--- config.mk ---
export PLATFORM = sky130hd
export DESIGN_NAME = svp_ctrl
export DESIGN_NICKNAME = d
export VERILOG_FILES = /design/src/hw/rtl/svp_pkg.sv /design/src/hw/rtl/svp_ctrl.sv
export SDC_FILE = /design/constraint.sdc
export NUM_CORES = 1
export LEC_CHECK = 0
export ABC_AREA = 1
export BUFFER_PORTS_ARGS = -buffer_cell sky130_fd_sc_hd__buf_4
export CAP_MARGIN = 0
export CELL_PAD_IN_SITES_DETAIL_PLACEMENT = 1
export CELL_PAD_IN_SITES_GLOBAL_PLACEMENT = 1
export CORE_AREA = 2 2 39 41
export DETAILED_ROUTE_END_ITERATION = 10
export DIE_AREA = 0 0 41 43
export HOLD_SLACK_MARGIN = 0.08
export PLACE_DENSITY_LB_ADDON = 0.1
export SYNTH_ARGS = -nofsm -noshare
export SYNTH_HDL_FRONTEND = slang
export SYNTH_SLANG_ARGS = --single-unit
--- constraint.sdc ---
create_clock -name clk -period 2.29 [get_ports clk]
set_clock_uncertainty 0.2 [all_clocks]
set_input_delay 0 -clock clk [delete_from_list [all_inputs] [get_ports clk]]
set_output_delay 0 -clock clk [all_outputs]
set_load 0.03 [all_outputs]
--- src/hw/rtl/svp_pkg.sv ---
`timescale 1ns / 1ps
package svp_pkg;
	localparam int MaxJoints = 64;
	localparam int JointIdxW = 6;
	localparam int PosW = 32;
	localparam int QuatW = 16;
	localparam int BiasW = 17;
	localparam int SumW = 48;
	localparam int RotW = 4 * QuatW;
	localparam int JointW = 3 * PosW + RotW;

	localparam logic [0:0] ModeJoint = 1'b0;
	localparam logic [0:0] ModeWeight = 1'b1;

	typedef struct packed {
		logic [0:0] mode;
		logic [5:0] joint_index;
		logic signed [31:0] vec_x;
		logic signed [31:0] vec_y;
		logic signed [31:0] vec_z;
		logic signed [15:0] quat_x;
		logic signed [15:0] quat_y;
		logic signed [15:0] quat_z;
		logic signed [15:0] quat_w;
		logic [16:0] bias_weight;
		logic [0:0] last_weight;
	} svp_in_t;

	typedef struct packed {
		logic signed [31:0] out_x;
		logic signed [31:0] out_y;
		logic signed [31:0] out_z;
		logic [0:0] clipped;
	} svp_out_t;

	// Controller to datapath commands.
	typedef struct packed {
		logic load;      // capture input item, issue table read
		logic rot1;      // first quaternion product
		logic rot2;      // second quaternion product
		logic accum;     // scale and accumulate
		logic emit;      // saturate sums into output register
	} svp_cmd_t;

	typedef struct packed {
		logic is_last;
		logic in_range;
	} svp_sts_t;
endpackage

--- src/hw/rtl/svp_ctrl.sv ---
`timescale 1ns / 1ps
module svp_ctrl import svp_pkg::*; (
	input logic clk,
	input logic arst_n,
	input logic in_valid,
	input logic [0:0] in_mode,
	output logic in_ready,
	input logic out_full,
	input svp_sts_t sts,
	output svp_cmd_t cmd
);
	typedef enum logic [2:0] {S_IDLE, S_ROT1, S_ROT2, S_ACC, S_EMIT} state_t;
	state_t state_q;

	// Emission waits until the output register is free.
	assign in_ready = (state_q == S_IDLE);

	always_comb begin
		cmd = '0;
		cmd.load = in_valid && in_ready && (in_mode == ModeWeight);
		cmd.rot1 = (state_q == S_ROT1);
		cmd.rot2 = (state_q == S_ROT2);
		cmd.accum = (state_q == S_ACC);
		cmd.emit = (state_q == S_EMIT) && !out_full;
	end

	always_ff @(posedge clk or negedge arst_n) begin
		if (!arst_n) begin
			state_q <= S_IDLE;
		end else begin
			unique case (state_q)
				S_IDLE: if (cmd.load) state_q <= S_ROT1;
				S_ROT1: state_q <= S_ROT2;
				S_ROT2: state_q <= S_ACC;
				S_ACC: state_q <= sts.is_last ? S_EMIT : S_IDLE;
				S_EMIT: if (!out_full) state_q <= S_IDLE;
				default: state_q <= S_IDLE;
			endcase
		end
	end
endmodule

==> run metrics <==
status=finished clean; Fmax=about 0.59 GHz; final max-slew violation count=0; drt total wl=approximately 550 µm; fin crit period=1.69 ns; commonest non-fill, non-tap cell in the layout=buf_4; post-route clock period utilization=73.9%; initial antenna violation count=0; num rows=14; critical path's slowest cell=dlygate4sd3_1; CP arrival=1.62 ns; Avg Inst Size Synth=slightly below 7 µm²; clk root buf=clkbuf_4; DIE AREA=1760 µm²; die height=43 µm; TNS Setup=0 ns; CTS Buf Count=3; Synth Register Bits=3; CP Launch Type=flop; Hold Crit Start=in_valid; num ports=13; Clock Sinks=3; cell mode on critical path=nor2_2; post-route cell area=369 µm²; Post-Syn Area=between 150 and 200 µm²; wire per inst=8.65 µm; Post-CTS Setup Inserts=0; Hold Path Depth=4; Fill cells=176; core area=1380 µm²; First-pass DRT Iterations=2; critical path endpoint category=flop; Antenna Cells=0; post-placement cell area=283 µm²; routed vias/inst=about 3.8; Final Hold Viols=0; crit path max fanout=5; area of the multi-input gates=~83 µm²; GRT Util Overall=around 8.6%; Final Setup Violations=0; r2r startpoint=state_q[2]; most frequent cells in the layout=11 x buf_4, 6 x dlygate4sd3_1, 5 x inv_1, 5 x nand2_1, 4 x nor2_1; Worst-path clk slew=0.04 ns; hold crit path type=in -> out; Least-Margin Pin Slew=0.202 ns; most flop-heavy register=state_q; Vias=239; Bufs on Longest Clock Path=2; Reg2Reg Depth=5; clk_lat worst skew=0.23 ns; total area of sequential cells=75.1 µm²; Leak=0.204 nW; first-pass GRT wire length=945 µm; reg2reg end=state_q[0]; Seq/Total Area, Yosys=41.7%; Layout area overhead=105%; power density over cell area=around 1400 nW/µm²; slowest stage delay, CP=0.56 ns; grt ovf=0; maximum vdd drop=about 0.3 mV; layout cells sized above 1=about two fifths; antenna viol nets, final=0; syn nets=33; max FFs per register=3; DR iter-0 viols=2; worst-path cell chain=nor2_2, nand3_1, nand2_1, dlygate4sd3_1, nor2_2; H-tree depth=1; Max-Cap Viols=0; yosys warns=0; CTS tree=done; vias in the first global route=about 250; Port Buffers=11; worst setup path start=state_q[2]; largest net degree at the start of global routing=7; Die W=41 µm; DP HPWL=393 µm; RSZ-0062 raised after global routing=false; Slew headroom=between 80% and 90%; Starting Density=13.0%; Final nets=55; Endpoint, Worst Hold=cmd[4]; Crit Path Category=reg -> reg; post-synthesis cell count=26; Reg2Reg Setup Slack=0.60 ns; gpl congestion=0.624; distinct cell type count after synthesis=11; Post-CTS Resized=0; Largest regs=state_q x3; Fin Hold WS=0.179 ns; Worst Path Required=2.21 ns; post-route DRC violation count=0
[through the flow]
| stage | util [%] | setup WS (ns) | total power [W] | cells |
|---|---|---|---|---|
| after floorplan | - | 0.962 | 0.000292 | 26 |
| final | 26.7 | 0.598 | 0.000505 | 63 |
| after CTS | 26.7 | 0.592 | 0.000517 | 63 |
| after detailed placement | 20.4 | 1.11 | 0.000390 | 53 |
| after global placement | 20.4 | 1.14 | 0.000390 | 53 |
| after global routing | 26.7 | 0.509 | 0.000553 | 63 |
[cells by family after synthesis]
family,share of synthesized area [%]
buffers and inverters,12.5
and+or+nand+nor,43.1
AOI/OAI and AO/OA,2.78
DFF,41.7
[synthesized netlist by cell type]
| library cell | number | area share [%] |
|---|---|---|
| dfrtp_1 | 3 | 42 |
| nand2_1 | 5 | 10 |
| nor2_2 | 2 | 6.9 |
| nor2_1 | 4 | 8.3 |
| nand3_2 | 1 | 5.6 |
| inv_1 | 5 | 10 |
| nor3_1 | 1 | 2.8 |
| inv_2 | 1 | 2.1 |
| nand3_1 | 2 | 5.6 |
| nand4_1 | 1 | 3.5 |
| o21ai_1 | 1 | 2.8 |
[what timing repair did]
action / CTS / global route
endpoints found under the hold margin: 5 / 0
setup endpoints to repair: 0 / 0
hold buffers: 6 / 0
[layer usage]
| layer | GRT usage, % | vias up | share of wire [%] |
|---|---|---|---|
| met5 | 0 | - | 0 |
| met3 | 7.85 | 0 | 8.6 |
| met4 | 2.00 | 0 | 0 |
| met2 | 12.2 | 8 | 48 |
| li1 | - | 122 | - |
| met1 | 9.06 | 109 | 43 |
[how the worst max path moves through the flow]
stage	cells past startpoint	endpoint	slack, ns
2_1_floorplan	1	cmd[1]	0.96
6_report	5	state_q[0]	0.60
4_1_cts	5	state_q[0]	0.59
3_5_place_dp	4	cmd[4]	1.11
5_1_grt	5	state_q[0]	0.51
3_3_place_gp	4	cmd[4]	1.14
[critical path, delay by kind of cell (launching register included)]
family        cells  cell delay, ns
simple gates      4            0.39
flops             1            0.43
buf+inv           1            0.56
[power by group]
group	leakage [nW]	switching (W)	internal [W]
combinational	0.151	0.000186	0.000121
sequential	0.0380	0.0000280	0.0000767
clock	0.0150	0.0000277	0.0000653
total	0.204	0.000242	0.000263
[final cells by class]
cell class	instances	area share, %
clock buffer	4	7.12
sequential	3	20.3
timing repair buffer	17	38.6
inverter	6	6.10
tap	16	5.42
multi-input combinational	17	22.4
Power figures use the tool's default switching activity.
